`src/hw/rtl/hlfd_pkg.sv`:
```
// Package with the constants, phase codes and result type of the header-length frame deframer.
package hlfd_pkg;

    localparam int MAX_POSITION = 128;
    localparam int POS_W        = $clog2(MAX_POSITION + 2);
    localparam int LEN_W        = 16;
    localparam int CMP_W        = LEN_W + 1;

    localparam logic [7:0] HDR_FIRST  = 8'hFA;
    localparam logic [7:0] HDR_SECOND = 8'hFB;

    localparam int LEN_DONE_POS  = 4;
    localparam int LEN_OVERHEAD  = 3;
    localparam int DATA_FIRST_POS = 5;
    localparam int SHORT_LEN     = 2;

    typedef enum logic [3:0] {
        PH_HUNT = 4'b0001,
        PH_CMD  = 4'b0010,
        PH_LEN  = 4'b0100,
        PH_DATA = 4'b1000
    } phase_t;

    typedef enum logic [1:0] {
        ST_COMPLETE  = 2'd0,
        ST_TRUNCATED = 2'd1,
        ST_SHORT     = 2'd2
    } status_t;

    typedef struct packed {
        logic [7:0] command;
        logic [7:0] data_byte;
        logic [6:0] byte_index;
        logic       is_checksum;
        logic       last;
        status_t    frame_status;
    } result_t;

endpackage

```
`src/hw/rtl/hlfd_parser.sv`:
```
// Frame parser: header hunt, command and length capture, and per-byte result generation.
module hlfd_parser
    import hlfd_pkg::*;
(
    input  logic       clk,
    input  logic       rst_n,
    input  logic       accept,
    input  logic [7:0] rx_byte,
    output logic       res_valid,
    output result_t    res
);

    phase_t                 phase_reg, phase_next;
    logic [7:0]             prev_byte_reg, prev_byte_next;
    logic [POS_W-1:0]       position_reg, position_next;
    logic [LEN_W-1:0]       frame_length_reg, frame_length_next;
    logic [7:0]             frame_command_reg, frame_command_next;

    logic [POS_W-1:0]       pos_inc;
    logic [CMP_W-1:0]       pos_ext;
    logic [CMP_W-1:0]       len_end;
    logic                   len_done;
    logic                   limit_hit;
    logic                   counted;
    logic                   frame_end;
    logic                   short_len;

    assign pos_inc   = position_reg + POS_W'(1);
    assign pos_ext   = CMP_W'(pos_inc);
    assign len_end   = CMP_W'(frame_length_reg) + CMP_W'(LEN_OVERHEAD);
    assign len_done  = pos_ext > len_end;
    assign limit_hit = pos_inc > POS_W'(MAX_POSITION);
    assign counted   = pos_ext <= (len_end + CMP_W'(1));
    assign frame_end = len_done || limit_hit;
    assign short_len = frame_length_reg < LEN_W'(SHORT_LEN);

    always_comb
    begin
        phase_next         = phase_reg;
        prev_byte_next     = rx_byte;
        position_next      = position_reg;
        frame_length_next  = frame_length_reg;
        frame_command_next = frame_command_reg;
        res_valid          = 1'b0;

        res.command      = frame_command_reg;
        res.data_byte    = rx_byte;
        res.byte_index   = 7'(pos_inc - POS_W'(DATA_FIRST_POS));
        res.is_checksum  = counted && (pos_ext >= len_end);
        res.last         = frame_end;
        res.frame_status = ST_COMPLETE;
        if (frame_end && !len_done)
        begin
            res.frame_status = ST_TRUNCATED;
        end
        else if (len_done && short_len)
        begin
            res.frame_status = ST_SHORT;
        end

        case (phase_reg)
            PH_HUNT:
            begin
                if (prev_byte_reg == HDR_FIRST && rx_byte == HDR_SECOND)
                begin
                    phase_next    = PH_CMD;
                    position_next = POS_W'(1);
                end
            end
            PH_CMD:
            begin
                frame_command_next = rx_byte;
                position_next      = POS_W'(2);
                phase_next         = PH_LEN;
            end
            PH_LEN:
            begin
                position_next = pos_inc;
                if (pos_inc == POS_W'(LEN_DONE_POS))
                begin
                    frame_length_next = {prev_byte_reg, rx_byte};
                    phase_next        = PH_DATA;
                end
            end
            PH_DATA:
            begin
                position_next = pos_inc;
                res_valid     = 1'b1;
                if (frame_end)
                begin
                    prev_byte_next = 8'd0;
                    phase_next     = PH_HUNT;
                end
            end
            default:
            begin
                phase_next     = PH_HUNT;
                prev_byte_next = 8'd0;
            end
        endcase
    end

    always_ff @(posedge clk or negedge rst_n)
    begin
        if (!rst_n)
        begin
            phase_reg         <= PH_HUNT;
            prev_byte_reg     <= 8'd0;
            position_reg      <= '0;
            frame_length_reg  <= '0;
            frame_command_reg <= 8'd0;
        end
        else if (accept)
        begin
            phase_reg         <= phase_next;
            prev_byte_reg     <= prev_byte_next;
            position_reg      <= position_next;
            frame_length_reg  <= frame_length_next;
            frame_command_reg <= frame_command_next;
        end
    end

endmodule

```
`src/hw/rtl/hlfd_out_stage.sv`:
```
// Output register that holds one result transaction until the downstream side takes it.
module hlfd_out_stage
    import hlfd_pkg::*;
(
    input  logic    clk,
    input  logic    rst_n,
    input  logic    load,
    input  logic    load_valid,
    input  result_t load_res,
    input  logic    out_ready,
    output logic    can_load,
    output logic    out_valid,
    output result_t out_res
);

    logic    valid_reg, valid_next;
    result_t res_reg;

    assign can_load  = !valid_reg || out_ready;
    assign out_valid = valid_reg;
    assign out_res   = res_reg;

    always_comb
    begin
        valid_next = valid_reg;
        if (out_ready)
        begin
            valid_next = 1'b0;
        end
        if (load && load_valid)
        begin
            valid_next = 1'b1;
        end
    end

    always_ff @(posedge clk or negedge rst_n)
    begin
        if (!rst_n)
        begin
            valid_reg <= 1'b0;
        end
        else
        begin
            valid_reg <= valid_next;
        end
    end

    always_ff @(posedge clk)
    begin
        if (load && load_valid)
        begin
            res_reg <= load_res;
        end
    end

endmodule

```
`src/hw/rtl/header_length_frame_deframer_core.sv`:
```
// Top level of the header-length frame deframer: parser followed by a result register.
//
// Channel   Direction  Handshake           Payload
// input     in         valid / ready       rx_byte
// output    out        out_valid / out_ready  command, data_byte, byte_index,
//                                          is_checksum, last, frame_status
//
// One input transaction is accepted per cycle while ready is high; its result, if any,
// appears in the output register on the next cycle.
// The parser state and the result register both sit directly after the input port.
// Reset clears the hunt state and the output valid flag.
// Input stalls only while the output register holds a result that is not taken.
module header_length_frame_deframer_core
    import hlfd_pkg::*;
(
    input  logic       clk,
    input  logic       rst_n,
    input  logic       valid,
    output logic       ready,
    input  logic [7:0] rx_byte,
    output logic       out_valid,
    input  logic       out_ready,
    output logic [7:0] command,
    output logic [7:0] data_byte,
    output logic [6:0] byte_index,
    output logic       is_checksum,
    output logic       last,
    output logic [1:0] frame_status
);

    logic    accept;
    logic    can_load;
    logic    res_valid;
    result_t res;
    result_t out_res;

    assign ready  = can_load;
    assign accept = valid && can_load;

    hlfd_parser u_parser
    (
        .clk       (clk),
        .rst_n     (rst_n),
        .accept    (accept),
        .rx_byte   (rx_byte),
        .res_valid (res_valid),
        .res       (res)
    );

    hlfd_out_stage u_out_stage
    (
        .clk        (clk),
        .rst_n      (rst_n),
        .load       (accept),
        .load_valid (res_valid),
        .load_res   (res),
        .out_ready  (out_ready),
        .can_load   (can_load),
        .out_valid  (out_valid),
        .out_res    (out_res)
    );

    assign command      = out_res.command;
    assign data_byte    = out_res.data_byte;
    assign byte_index   = out_res.byte_index;
    assign is_checksum  = out_res.is_checksum;
    assign last         = out_res.last;
    assign frame_status = out_res.frame_status;

endmodule

```
`config.mk`:
```
export PLATFORM = sky130hd
export DESIGN_NAME = header_length_frame_deframer_core
export DESIGN_NICKNAME = d
export VERILOG_FILES = /design/src/hw/rtl/hlfd_pkg.sv /design/src/hw/rtl/hlfd_parser.sv /design/src/hw/rtl/hlfd_out_stage.sv /design/src/hw/rtl/header_length_frame_deframer_core.sv
export SDC_FILE = /design/constraint.sdc
export NUM_CORES = 1
export LEC_CHECK = 0
export BUFFER_PORTS_ARGS = -buffer_cell sky130_fd_sc_hd__buf_2
export CELL_PAD_IN_SITES_DETAIL_PLACEMENT = 0
export CELL_PAD_IN_SITES_GLOBAL_PLACEMENT = 1
export CORE_MARGIN = 2
export CORE_UTILIZATION = 50
export CTS_BUF_LIST = sky130_fd_sc_hd__clkbuf_8
export DETAILED_ROUTE_END_ITERATION = 10
export PLACE_DENSITY_LB_ADDON = 0.1
export SYNTH_ARGS = -nofsm -noshare
export SYNTH_HDL_FRONTEND = slang
export SYNTH_SLANG_ARGS = --single-unit
export TNS_END_PERCENT = 1
```
`constraint.sdc`:
```
create_clock -name clk -period 8.59 [get_ports clk]
set_input_delay 1.718 -clock clk [delete_from_list [all_inputs] [get_ports clk]]
set_output_delay 1.718 -clock clk [all_outputs]
set_load 0.02 [all_outputs]
```
Word level (Yosys, flattened, before mapping)

Index checks and enable logic that the tools add are counted.

Register bits: 72
Latch bits: 0
Bits in writable memories: 0
Bits in read-only memories: 0
Input bits: 12
Logic and storage cells: 61
Memories kept: 0

$add $sub $neg: 4
Multiply operators: 0
Divide/modulo/power cells: 0
Magnitude comparators: 5
Eq/ne operators: 10
Shift operators: 0
Muxes and demuxes: 12
Bitwise operators: 0
Reduce and logical (&&, ||, !) cells: 18

Operators with widths:

| kind                                                  | number |
|---|---|
| case mux 8 bit (3 select lines)                       | 1 |
| adder 16 x 2 -> 17 bit, second input constant         | 1 |
| adder 17 x 1 -> 17 bit, second input constant         | 1 |
| >= comparator 8 x 17 -> 1 bit                         | 1 |
| > comparator 8 x 17 -> 1 bit                          | 1 |
| <= comparator 8 x 17 -> 1 bit                         | 1 |
| == test 8 bit, second input constant                  | 2 |
| < comparator 16 x 2 -> 1 bit, second input constant   | 1 |
| 2-to-1 mux 8 bit                                      | 2 |
| case mux 4 bit (4 select lines)                       | 1 |
| case mux 8 bit (2 select lines)                       | 1 |
| 2-to-1 mux 4 bit                                      | 3 |
| adder 8 x 1 -> 8 bit, second input constant           | 1 |
| == test 8 x 3 -> 1 bit, second input constant         | 1 |
| > comparator 8 bit, second input constant             | 1 |
| subtractor 7 x 3 -> 7 bit, second input constant      | 1 |
| logical AND 1 bit                                     | 6 |
| inequality test 2 x 1 -> 1 bit, second input constant | 3 |
| AND reduction 3 bit                                   | 2 |
| == test 4 x 1 -> 1 bit, second input constant         | 1 |
| == test 4 x 2 -> 1 bit, second input constant         | 1 |
| == test 4 x 3 -> 1 bit, second input constant         | 1 |
| == test 4 bit, second input constant                  | 1 |
| AND reduction 4 bit                                   | 1 |
| 9 further kinds                                       | 13 |

Logic depth before layout (Yosys ltp)

Gate-level depths: netlist of run 1.

Word-level depth: 5
Gate-level depth with buffers: 15
Gate-level depth less buffers: 13

Hierarchy

A second synthesis of run 1 with hierarchy kept.

Cell total of the unflattened synthesis: 397
Area, all modules: 4,297.9 um^2

Modules (own cells, without submodules):

| module                            | instances | cells each | area an instance (um^2) | seq. area each (um^2) |
|---|---|---|---|---|
| hlfd_parser                       | 1         | 364        | 3,428.3                 | 1,102.3 |
| hlfd_out_stage                    | 1         | 32         | 863.3                   | 835.8 |
| header_length_frame_deframer_core | 1         | 1          | 6.3                     | 0.0 |

Worst setup path after synthesis of run 1

No wires, ideal clock.

Path type: input to register
From: in out_ready
To: reg u_out_stage.res_reg, in the netlist u_out_stage.out_res[0] (enable)
Library setup time: 0.411 ns
Arrival: 3.815 ns
Data required time: 8.179 ns
Setup slack: 4.365 ns
Stages on the path: 5
Buffers on the path: 2
Cell sequence: nand2b_1 -> nand2_1 -> buf_1 -> clkbuf_1 -> nor2_1

Word-level cells in the longest chain between the ends: 3

RTL lines:

| element                | line                                    | RTL |
|---|---|---|
| start: declaration     | header_length_frame_deframer_core.sv:22 | `input logic out_ready,` |
| logical OR 1 bit       | hlfd_out_stage.sv:19                    | `assign can_load = !valid_reg \|\| out_ready;` |
| logical AND 1 bit      | header_length_frame_deframer_core.sv:38 | `assign accept = valid && can_load;` |
| logical AND 1 bit      | hlfd_out_stage.sv:50                    | `if (load && load_valid)` |
| end signal: assignment | hlfd_out_stage.sv:52                    | `res_reg <= load_res;` |
| end: declaration       | hlfd_out_stage.sv:17                    | `result_t res_reg;` |

No other way between the ends.
A chain may end at the register's enable or synchronous reset.

Final worst setup path of run 1

From: in out_ready
To: out ready

Word-level cells in the longest chain between the ends: 1

RTL lines:

| element          | line                                    | RTL |
|---|---|---|
| logical OR 1 bit | hlfd_out_stage.sv:19                    |  |
| end: declaration | header_length_frame_deframer_core.sv:19 | `output logic ready,` |

No other way between the ends.

==> metrics.yaml, run 1 <==
yosys:
  synth_seq_cells: 72
  ys_seq_area_share_pct: 42.2
  synth_nets: 458
  synth_area_um2: 4590
  ys_warn_count: 0
  synthArstFlopShare_pct: 62.5
  syn_inst: 424
  synth-main-ff-cell: "dfrtp_1"
  yosysMostFrequentCell: "dfrtp_1"
  synthDistinctLibCells: 72
  yosys.area.top_type: "dfrtp_1"
  synthTopCellsByArea: "dfrtp_1, edfxtp_1, ha_1"
  yosysTopAreaCellShare_pct: 24.0
  synth_edf_count: 27
  syn_avg_cell_area_um2: 10.8
  ys_top_cells_by_count: "dfrtp_1, edfxtp_1, ha_1, nand2_1, nor2_1"
timing:
  max_freq_mhz: 258
  slew_headroom_pct: 22.9
  fin_ws_ns: 4.71
  hold_viol_final: 0
  fin_skew_ns: 0.00727
  final_min_period_over_clock_period_pct: 45.2
  holdWs_ns: 0.443
  tightest_slew_ns: 1.14
  period_minus_slack_ns: 3.88
  finalMaxSlewViolations: 0
  setup_viol: 0
  fin_tns_setup_ns: 0
  rsz0062_at_grt: "false"
floorplanning:
  die_h_um: 99.8
  core.rowCount: 34
  start_util_pct: 52.1
  die-area_um2: 9960
  core-area_um2: 8810
  io_pins: 41
  die_x_um: 99.8
setup_path:
  required_ns: 6.87
  crit_chain: "buf_2 -> nand2b_1 -> buf_2"
  cpPeakStageDelay_ns: 0.18
  cp.arrival_ns: 2.16
  crit_fanout: 4
  rrSetupSlack_ns: 4.82
  reg2reg_from: "u_parser.frame_length_reg[0]$_DFFE_PN0P_"
  crit_end: "ready"
  r2r_end: "u_out_stage.out_res[3]$_DFFE_PP_"
  cp-startpoint: "out_ready"
  cp-end-kind: "output pin"
  rr_worst_depth: 13
  cp_slowest_cell: "buf_2"
  critPathMostFrequentCell: "buf_2"
  start_kind: "input pin"
  critPathKind: "input pin to output pin"
detailed_routing:
  vias: 3385
  drtIter0Drc: 175
  ant_nets: 0
  post_drt_wl_per_cell_um: 18.2
  drt_wl_total_um: 10200
  drc: 0
  drt-pass1-iter-count: 4
  vias_per_cell: 6.04
clock_tree:
  cts_tree: "built"
  clockRootBuffer: "clkbuf_8"
  cts_setup_buffers: 0
  clock_path_buffers: 2
  clk_pin_slew_ns: 0.08
  clkLatencyLatePin_ns: 0.34
  htreeDepth: 3
  cts.sinks: 72
  holdBufCountCts: 0
  cts_resized: 0
  numCtsBuffers: 9
finish:
  num_antenna_cells: 0
  areaGrowthSynthToFinish_pct: 7.91
  final_util_pct: 56.2
  drive_above_1_share_pct: 22.1
  final_nets: 481
  largest_register_ff_count: 27
pwr:
  p_leak_nw: 2.03
  power-per-cell-area_nw_per_um2: 189
  p_switching_mw: 0.311
  irDropWorstVdd_v: 0.000164
  p_sw_share_pct: 33.3
  p_int_mw: 0.623
  p_comb_share_pct: 25.1
  clockPowerShare_pct: 25.0
  pwr-share-seq_pct: 49.9
grt:
  grt_use_total_pct: 22.2
  grt_pass1_wl_um: 17400
  grt_pass1_vias: 3453
  grt_max_degree: 46
  antenna_found_initial: 0
  overflow: 0
run:
  maxCapViolCount: 0
placement:
  hpwl_um: 7640
  gp_congestion: 0.826
  port_buffers: 40
  place_ws_ns: 4.68
hold_path:
  worstHoldPathType: "flop to flop"
outcome:
  outcome: "finished clean"
-- worst max-delay path: cells and delay by family --
family,cells,cell delay [ns]
buffers and inverters,2,0.27
AND/OR/NAND/NOR,1,0.17
-- metal layers --
layer | share of wire, % | up-vias | track usage (%)
li1 | - | 1625 | -
met1 | 48 | 1660 | 30.8
met2 | 46 | 83 | 35.1
met3 | 4.2 | 17 | 4.32
met4 | 1.9 | 0 | 7.48
met5 | 0 | - | 0
-- cell families after synthesis --
group           synth area share [%]
mux                             8.70
fa+ha+maj                       6.00
flops                           42.2
simple gates                    17.0
xor+xnor                        6.27
compound gates                  14.8
buf+inv                         4.99
-- worst min-delay path by stage --
stage | from | to | depth (start not counted)
global route | u_parser.frame_command_reg[3]$_DFFE_PN0P_ | u_out_stage.out_res[22]$_DFFE_PP_ | 0
global placement | u_parser.frame_command_reg[7]$_DFFE_PN0P_ | u_out_stage.out_res[26]$_DFFE_PP_ | 0
finish | u_parser.frame_command_reg[5]$_DFFE_PN0P_ | u_out_stage.out_res[24]$_DFFE_PP_ | 0
CTS | u_parser.frame_command_reg[5]$_DFFE_PN0P_ | u_out_stage.out_res[24]$_DFFE_PP_ | 0
detailed placement | u_parser.frame_command_reg[5]$_DFFE_PN0P_ | u_out_stage.out_res[24]$_DFFE_PP_ | 0
floorplan | u_parser.frame_command_reg[0]$_DFFE_PN0P_ | u_out_stage.out_res[19]$_DFFE_PP_ | 0
-- stage by stage --
stage	power [mW]	std cells	cell area, um2
3_5_place_dp	0.706	544	4780
5_1_grt	0.998	560	4950
2_1_floorplan	0.643	424	4590
4_1_cts	0.940	560	4950
6_report	0.934	560	4950
3_3_place_gp	0.700	544	4780
-- placed cells by master (no fill, tap or decap), types with 9 or more instances in the layout --
master,count
nor3_1,9
o21ai_0,17
buf_2,40
mux2_2,15
xor2_1,13
nand4_1,9
mux2_4,10
clkbuf_8,9
nor2_1,18
ha_1,22
inv_1,18
a21oi_1,11
xnor2_1,18
nand3_1,11
dfrtp_1,44
o21bai_1,11
edfxtp_1,27
nand2_1,22
-- power groups by stage --
stage	Sequential, mW	Combinational (mW)	Clock, mW
floorplan	0.439	0.204	0
global placement	0.471	0.229	0
detailed placement	0.473	0.233	0
CTS	0.465	0.235	0.240
global route	0.473	0.264	0.260
finish	0.466	0.234	0.234
-- final cells by class --
type                            count  area (um2)
Clock buffer                        9         124
Clock inverter                      7        47.5
Fill cell                         763        3850
Inverter                           20        75.1
Multi-Input combinational cell    303        2420
Sequential cell                    72        1940
Tap cell                          108         135
Timing Repair Buffer               41         208
(Power assumes the default switching activity.)
==> inputs of run 2 (changes only) <==
--- a/config.mk
+++ b/config.mk
@@ -9,7 +9,7 @@
 export CELL_PAD_IN_SITES_DETAIL_PLACEMENT = 0
 export CELL_PAD_IN_SITES_GLOBAL_PLACEMENT = 1
 export CORE_MARGIN = 2
-export CORE_UTILIZATION = 50
+export CORE_UTILIZATION = 49
 export CTS_BUF_LIST = sky130_fd_sc_hd__clkbuf_8
 export DETAILED_ROUTE_END_ITERATION = 10
 export PLACE_DENSITY_LB_ADDON = 0.1
==> constraint.sdc (replaced) <==
create_clock -name clk -period 3.8 [get_ports clk]
set_input_delay 0.76 -clock clk [delete_from_list [all_inputs] [get_ports clk]]
set_output_delay 0.76 -clock clk [all_outputs]
set_load 0.02 [all_outputs]
==> metrics.yaml, run 2 (synthesized netlist as in run 1, its figures left out) <==
detailed_routing:
  vias_per_cell: 5.85  # -3.3%
  vias: 3350  # -1.0%
  drc: 0  # unchanged
  drtIter0Drc: 217  # +24%
  ant_nets: 0  # unchanged
  drt_wl_total_um: 10100  # -0.99%
  post_drt_wl_per_cell_um: 17.6  # -3.2%
  drt-pass1-iter-count: 5  # +1
placement:
  dpl-instance-area_um2: 4830  # +1.0%
  port_buffers: 40  # unchanged
  hpwl_um: 7320  # -4.2%
  gp_congestion: 0.898  # +8.6%
timing:
  rsz0062_at_grt: "false"
  holdWs_ns: 0.451  # +0.00760 ns
  fin_skew_ns: 0.0178  # +0.0105 ns
  finalMaxSlewViolations: 0  # unchanged
  hold_viol_final: 0  # unchanged
  tightest_slew_ns: 1.10  # -0.0424 ns
  setup_viol: 0  # unchanged
  slew_headroom_pct: 25.8  # +2.9 points
  fin_tns_setup_ns: 0  # unchanged
  final_min_period_over_clock_period_pct: 92.2
  period_minus_slack_ns: 3.50
  max_freq_mhz: 285
finish:
  final_nets: 491  # +2.1%
  n_fill_cell: 827  # +8.4%
  areaGrowthSynthToFinish_pct: 10.5
  largest_register_ff_count: 27  # unchanged
  layout_commonest_cell: "dfrtp_1"
  layout_common_cells: "dfrtp_1, buf_2, edfxtp_1"
  design_area_um2: 5070  # +2.4%
  num_antenna_cells: 0  # unchanged
  drive_above_1_share_pct: 24.2  # +2.1 points
setup_path:
  r2r_end: "u_out_stage.out_res[3]$_DFFE_PP_"
  required_ns: 3.89  # -2.98 ns
  path_depth: 13  # +10
  crit_family: "simple AND/OR/NAND/NOR gates"
  critPathMostFrequentCell: "ha_1"
  cp_slowest_cell: "dfrtp_2"
  cp.arrival_ns: 3.59  # +1.43 ns
  crit_chain: "inv_1 -> ha_1 -> nand2b_1 -> or3_1 -> a2111oi_4 -> xor2_1 -> ha_1 -> nand4_1 -> o32ai_1 -> a21oi_1 -> o21ai_0 -> nor4_1 -> a31oi_1"
  critPathKind: "flop to flop"
  cpPeakStageDelay_ns: 0.42  # +0.24 ns
  cp-end-kind: "flop"
  crit_fanout: 7  # +3
  crit_end: "u_out_stage.out_res[3]$_DFFE_PP_"
  rrSetupSlack_ns: 0.30  # -4.52 ns
  cp_num_buf_inv: 1  # -1
  cp-startpoint: "u_parser.frame_length_reg[0]$_DFFE_PN0P_"
  start_kind: "flop"
  rr_worst_depth: 13  # unchanged
  reg2reg_from: "u_parser.frame_length_reg[0]$_DFFE_PN0P_"
clock_tree:
  clock_path_buffers: 2  # unchanged
  cts_tree: "built"
  clk_pin_slew_ns: 0.09  # about the same
  htreeDepth: 3  # unchanged
  numCtsBuffers: 9  # unchanged
  cts.sinks: 72  # unchanged
  clkLatencyLatePin_ns: 0.35  # about the same
  clockRootBuffer: "clkbuf_8"
grt:
  grt_max_degree: 46  # unchanged
  overflow: 0  # unchanged
  grt_use_total_pct: 21.3  # -0.87 points
  antenna_found_initial: 0  # unchanged
  grt_pass1_wl_um: 16700  # -4.2%
  grt_pass1_vias: 3194  # -7.5%
pwr:
  power_mw: 2.22  # +140%
  p_leak_nw: 2.08  # +2.5%
  irDropWorstVdd_v: 0.000268  # +64%
  power-per-cell-area_nw_per_um2: 437  # +130%
floorplanning:
  core.rowCount: 35  # +2.9%
  core-area_um2: 9150  # +3.9%
  die-area_um2: 10200  # +2.0%
  start_util_pct: 50.1  # -2.0 points
  die_h_um: 101  # +0.98%
  die_x_um: 101  # +0.98%
  io_pins: 41  # unchanged
hold_path:
  worstHoldPathType: "flop to flop"
run:
  maxCapViolCount: 0  # unchanged
outcome:
  outcome: "finished clean"
[run 2: cell types whose count changed in the layout (fill, tap and decap cells not counted), sizes merged]
cell	change
clkinvlp	+2
buf	+10
bufinv	+1
inv	+1
clkinv	-4
[run 2: layer usage]
layer	GRT usage (%)	vias to the layer above	wire length (um)
met4	5.69	0	144
met1	31.0	1601	4970
met2	32.9	91	4610
met3	3.74	17	365
met5	0	-	0
li1	-	1641	-
[run 2: per-stage QoR]
step	setup WS (ns)	util [%]	std cells
final	0.296	55.4	573
after detailed placement	0.0321	52.8	553
after global placement	0.0621	52.8	553
after global routing	0.0129	55.4	573
after CTS	0.0268	54.9	569
after floorplan	0.533	-	424
[run 2: worst reg2reg max path: stages, from the launching register on]
cell       delay [ns]
dfrtp_2          0.42
inv_1            0.07
ha_1             0.28
nand2b_1         0.25
or3_1            0.40
a2111oi_4        0.37
xor2_1           0.20
ha_1             0.26
nand4_1          0.11
o32ai_1          0.10
a21oi_1          0.16
o21ai_0          0.12
nor4_1           0.34
a31oi_1          0.15
[run 2: how the worst min path moves through the flow]
stage / start / end / slack [ns] / cells after the start
after floorplan: u_parser.frame_command_reg[0]$_DFFE_PN0P_ / u_out_stage.out_res[19]$_DFFE_PP_ / 0.42 / 0
after global placement: u_parser.frame_command_reg[0]$_DFFE_PN0P_ / u_out_stage.out_res[19]$_DFFE_PP_ / 0.43 / 0
after detailed placement: u_parser.frame_command_reg[7]$_DFFE_PN0P_ / u_out_stage.out_res[26]$_DFFE_PP_ / 0.43 / 0
after CTS: u_parser.frame_command_reg[2]$_DFFE_PN0P_ / u_out_stage.out_res[21]$_DFFE_PP_ / 0.45 / 0
after global routing: u_parser.frame_command_reg[2]$_DFFE_PN0P_ / u_out_stage.out_res[21]$_DFFE_PP_ / 0.45 / 0
final: u_parser.frame_command_reg[1]$_DFFE_PN0P_ / u_out_stage.out_res[20]$_DFFE_PP_ / 0.45 / 0
[run 2: timing repair]
action	CTS	global route
resized for setup	0	4
setup endpoints to repair	0	1
setup buffers	0	4
hold buffers	0	0
[run 2: area by class of cell]
cell class / instances / area [um2] / area share [%]
tap: 111 / 139 / 2.74
clock buffer: 9 / 124 / 2.44
sequential: 72 / 1940 / 38.3
inverter: 20 / 75.1 / 1.48
multi-input combinational: 303 / 2440 / 48.1
timing repair buffer: 51 / 283 / 5.57
clock inverter: 7 / 72.6 / 1.43
[run 2: report_power, final]
| part | switching [mW] | total, mW | internal, mW |
|---|---|---|---|
| Sequential | 0.114 | 1.04 | 0.930 |
| Combinational | 0.301 | 0.557 | 0.256 |
| Clock | 0.313 | 0.616 | 0.303 |
| Total | 0.728 | 2.22 | 1.49 |
==> inputs of run 3 (changes only) <==
--- a/config.mk
+++ b/config.mk
@@ -12,7 +12,7 @@
 export CORE_UTILIZATION = 49
 export CTS_BUF_LIST = sky130_fd_sc_hd__clkbuf_8
 export DETAILED_ROUTE_END_ITERATION = 10
-export PLACE_DENSITY_LB_ADDON = 0.1
+export PLACE_DENSITY = 0.8
 export SYNTH_ARGS = -nofsm -noshare
 export SYNTH_HDL_FRONTEND = slang
 export SYNTH_SLANG_ARGS = --single-unit
==> metrics.yaml, run 3 (synthesized netlist as in run 1, its figures left out) <==
outcome:
  outcome: "finished clean"
pwr:
  irDropWorstVdd_v: 0.000311  # +16%
  clockPowerShare_pct: 29.5  # +1.7 points
  p_int_mw: 1.56  # +4.7%
  p_switching_mw: 0.713  # -2.2%
  p_comb_share_pct: 24.9  # -0.2 points
  power_mw: 2.27  # +2.4%
  power-per-cell-area_nw_per_um2: 447  # +2.4%
  p_leak_nw: 2.10  # +0.91%
  pwr-share-seq_pct: 45.6  # -1.5 points
  p_sw_share_pct: 31.4  # -1.5 points
setup_path:
  crit_fanout: 10  # +3
  rrSetupSlack_ns: 0.34  # +0.04 ns
  r2r_end: "u_out_stage.out_res[3]$_DFFE_PP_"
  critPathKind: "flop to flop"
  cpPeakStageDelay_ns: 0.48  # +0.06 ns
  cp_slowest_cell: "a2111oi_2"
  crit_chain: "inv_1 -> ha_1 -> nand2b_1 -> or3_1 -> a2111oi_2 -> xor2_1 -> ha_1 -> o21a_1 -> o32ai_1 -> a21oi_1 -> o21ai_0 -> nor4_1 -> a31oi_1"
  reg2reg_from: "u_parser.frame_length_reg[1]$_DFFE_PN0P_"
  required_ns: 3.88  # about the same
  cp-end-kind: "flop"
  cp_num_buf_inv: 1  # unchanged
  rr_worst_depth: 13  # unchanged
  cp.arrival_ns: 3.54  # -0.05 ns
  crit_family: "compound AO/OA/AOI/OAI gates"
  critPathMostFrequentCell: "ha_1"
  start_kind: "flop"
clock_tree:
  numCtsBuffers: 9  # unchanged
  clk_pin_slew_ns: 0.08  # about the same
  clock_path_buffers: 2  # unchanged
  clockRootBuffer: "clkbuf_8"
  cts.sinks: 72  # unchanged
  holdBufCountCts: 0  # unchanged
  clkLatencyLatePin_ns: 0.35  # about the same
  cts_tree: "built"
  htreeDepth: 3  # unchanged
timing:
  holdWs_ns: 0.401  # -0.0503 ns
  setup_viol: 0  # unchanged
  fin_tns_setup_ns: 0  # unchanged
  slew_headroom_pct: 34.9  # +9.2 points
  fin_skew_ns: 0.0113  # -0.00643 ns
  max_freq_mhz: 289  # +1.2%
  fin_ws_ns: 0.338  # +0.0418 ns
  rsz0062_at_grt: "false"
  tightest_slew_ns: 0.963  # -0.136 ns
  hold_viol_final: 0  # unchanged
  final_min_period_over_clock_period_pct: 91.1  # -1.1 points
  period_minus_slack_ns: 3.46  # -0.0418 ns
  finalMaxSlewViolations: 0  # unchanged
floorplanning:
  die_h_um: 101  # unchanged
  core.rowCount: 35  # unchanged
  io_pins: 41  # unchanged
  core-area_um2: 9150  # unchanged
  die-area_um2: 10200  # unchanged
  die_x_um: 101  # unchanged
  start_util_pct: 50.1  # unchanged
finish:
  drive_above_1_share_pct: 24.1  # -0.16 points
  finalNonFillerCells: 572  # -0.17%
  areaGrowthSynthToFinish_pct: 10.6  # about the same
  num_antenna_cells: 0  # unchanged
  final_nets: 490  # -0.20%
  largest_register_ff_count: 27  # unchanged
  layout_common_cells: "dfrtp_1, buf_2, edfxtp_1"
  n_fill_cell: 788  # -4.7%
  layout_commonest_cell: "dfrtp_1"
grt:
  grt_use_total_pct: 21.8  # +0.56 points
  grt_max_degree: 25  # -46%
  grt_pass1_vias: 3348  # +4.8%
  overflow: 0  # unchanged
  grt_pass1_wl_um: 17200  # +3.1%
  antenna_found_initial: 0  # unchanged
placement:
  port_buffers: 40  # unchanged
  hpwl_um: 7520  # +2.7%
  gp_congestion: 0.888  # -1.1%
  dpl.cell_count: 556  # +0.54%
  place_ws_ns: 0.305  # +0.273 ns
detailed_routing:
  vias: 3422  # +2.1%
  drc: 0  # unchanged
  drtIter0Drc: 126  # -42%
  drt-pass1-iter-count: 4  # -1
  vias_per_cell: 5.98  # +2.3%
  ant_nets: 0  # unchanged
  post_drt_wl_per_cell_um: 18.2  # +3.1%
  drt_wl_total_um: 10400  # +3.0%
hold_path:
  worstHoldPathType: "input pin to asynchronous set/reset pin"
run:
  maxCapViolCount: 0  # unchanged
[run 3: cell type report]
type | instances | area (um2) | area share [%]
multi-input combinational | 303 | 2420 | 47.8
sequential | 72 | 1940 | 38.2
timing repair buffer | 50 | 275 | 5.42
tap | 111 | 139 | 2.74
clock buffer | 9 | 124 | 2.44
clock inverter | 7 | 96.3 | 1.90
inverter | 20 | 75.1 | 1.48
[run 3: worst reg2reg max path: cells and delay by family (launching register included)]
family | cells | cell delay (ns)
buf+inv | 1 | 0.07
compound gates | 6 | 1.08
fa+ha+maj | 2 | 0.57
flops | 1 | 0.47
simple gates | 3 | 0.86
xor+xnor | 1 | 0.13
[run 3: worst max path at each step]
stage,from,end,slack [ns],depth (start not counted)
6_report,u_parser.frame_length_reg[1]$_DFFE_PN0P_,u_out_stage.out_res[3]$_DFFE_PP_,0.34,13
5_1_grt,u_parser.frame_length_reg[1]$_DFFE_PN0P_,u_out_stage.out_res[3]$_DFFE_PP_,0.06,13
4_1_cts,u_parser.frame_length_reg[1]$_DFFE_PN0P_,u_out_stage.out_res[3]$_DFFE_PP_,0.28,13
3_5_place_dp,u_parser.frame_length_reg[1]$_DFFE_PN0P_,u_out_stage.out_res[3]$_DFFE_PP_,0.31,13
3_3_place_gp,u_parser.frame_length_reg[1]$_DFFE_PN0P_,u_out_stage.out_res[3]$_DFFE_PP_,0.52,13
2_1_floorplan,out_ready,u_out_stage.out_res[0]$_SDFFCE_PP1P_,0.53,5
[run 3: metal layers]
layer | part of all wire (%) | track usage (%) | vias up
li1 | - | - | 1644
met4 | 1.3 | 6.95 | 0
met5 | 0 | 0 | -
met3 | 4.7 | 4.16 | 16
met1 | 46 | 30.0 | 1665
met2 | 48 | 35.0 | 97
[run 3: repair_timing]
action	in CTS	in global routing
endpoints found under the setup margin	0	1
buffers inserted	0	0
gates resized for setup	0	2
hold endpoints to repair	0	0
[run 3: power groups by stage]
stage	Sequential, mW	Clock (mW)	Combinational (mW)
after global placement	1.05	0	0.548
after floorplan	0.993	0	0.461
after global routing	1.05	0.723	0.625
final	1.04	0.670	0.566
after detailed placement	1.05	0	0.560
after CTS	1.03	0.686	0.565
[run 3: stage by stage]
stage,cell area (um2),utilization (%)
floorplan,4590,-
finish,5070,55.4
CTS,5070,55.4
global route,5070,55.4
global placement,4850,53.0
detailed placement,4850,53.0
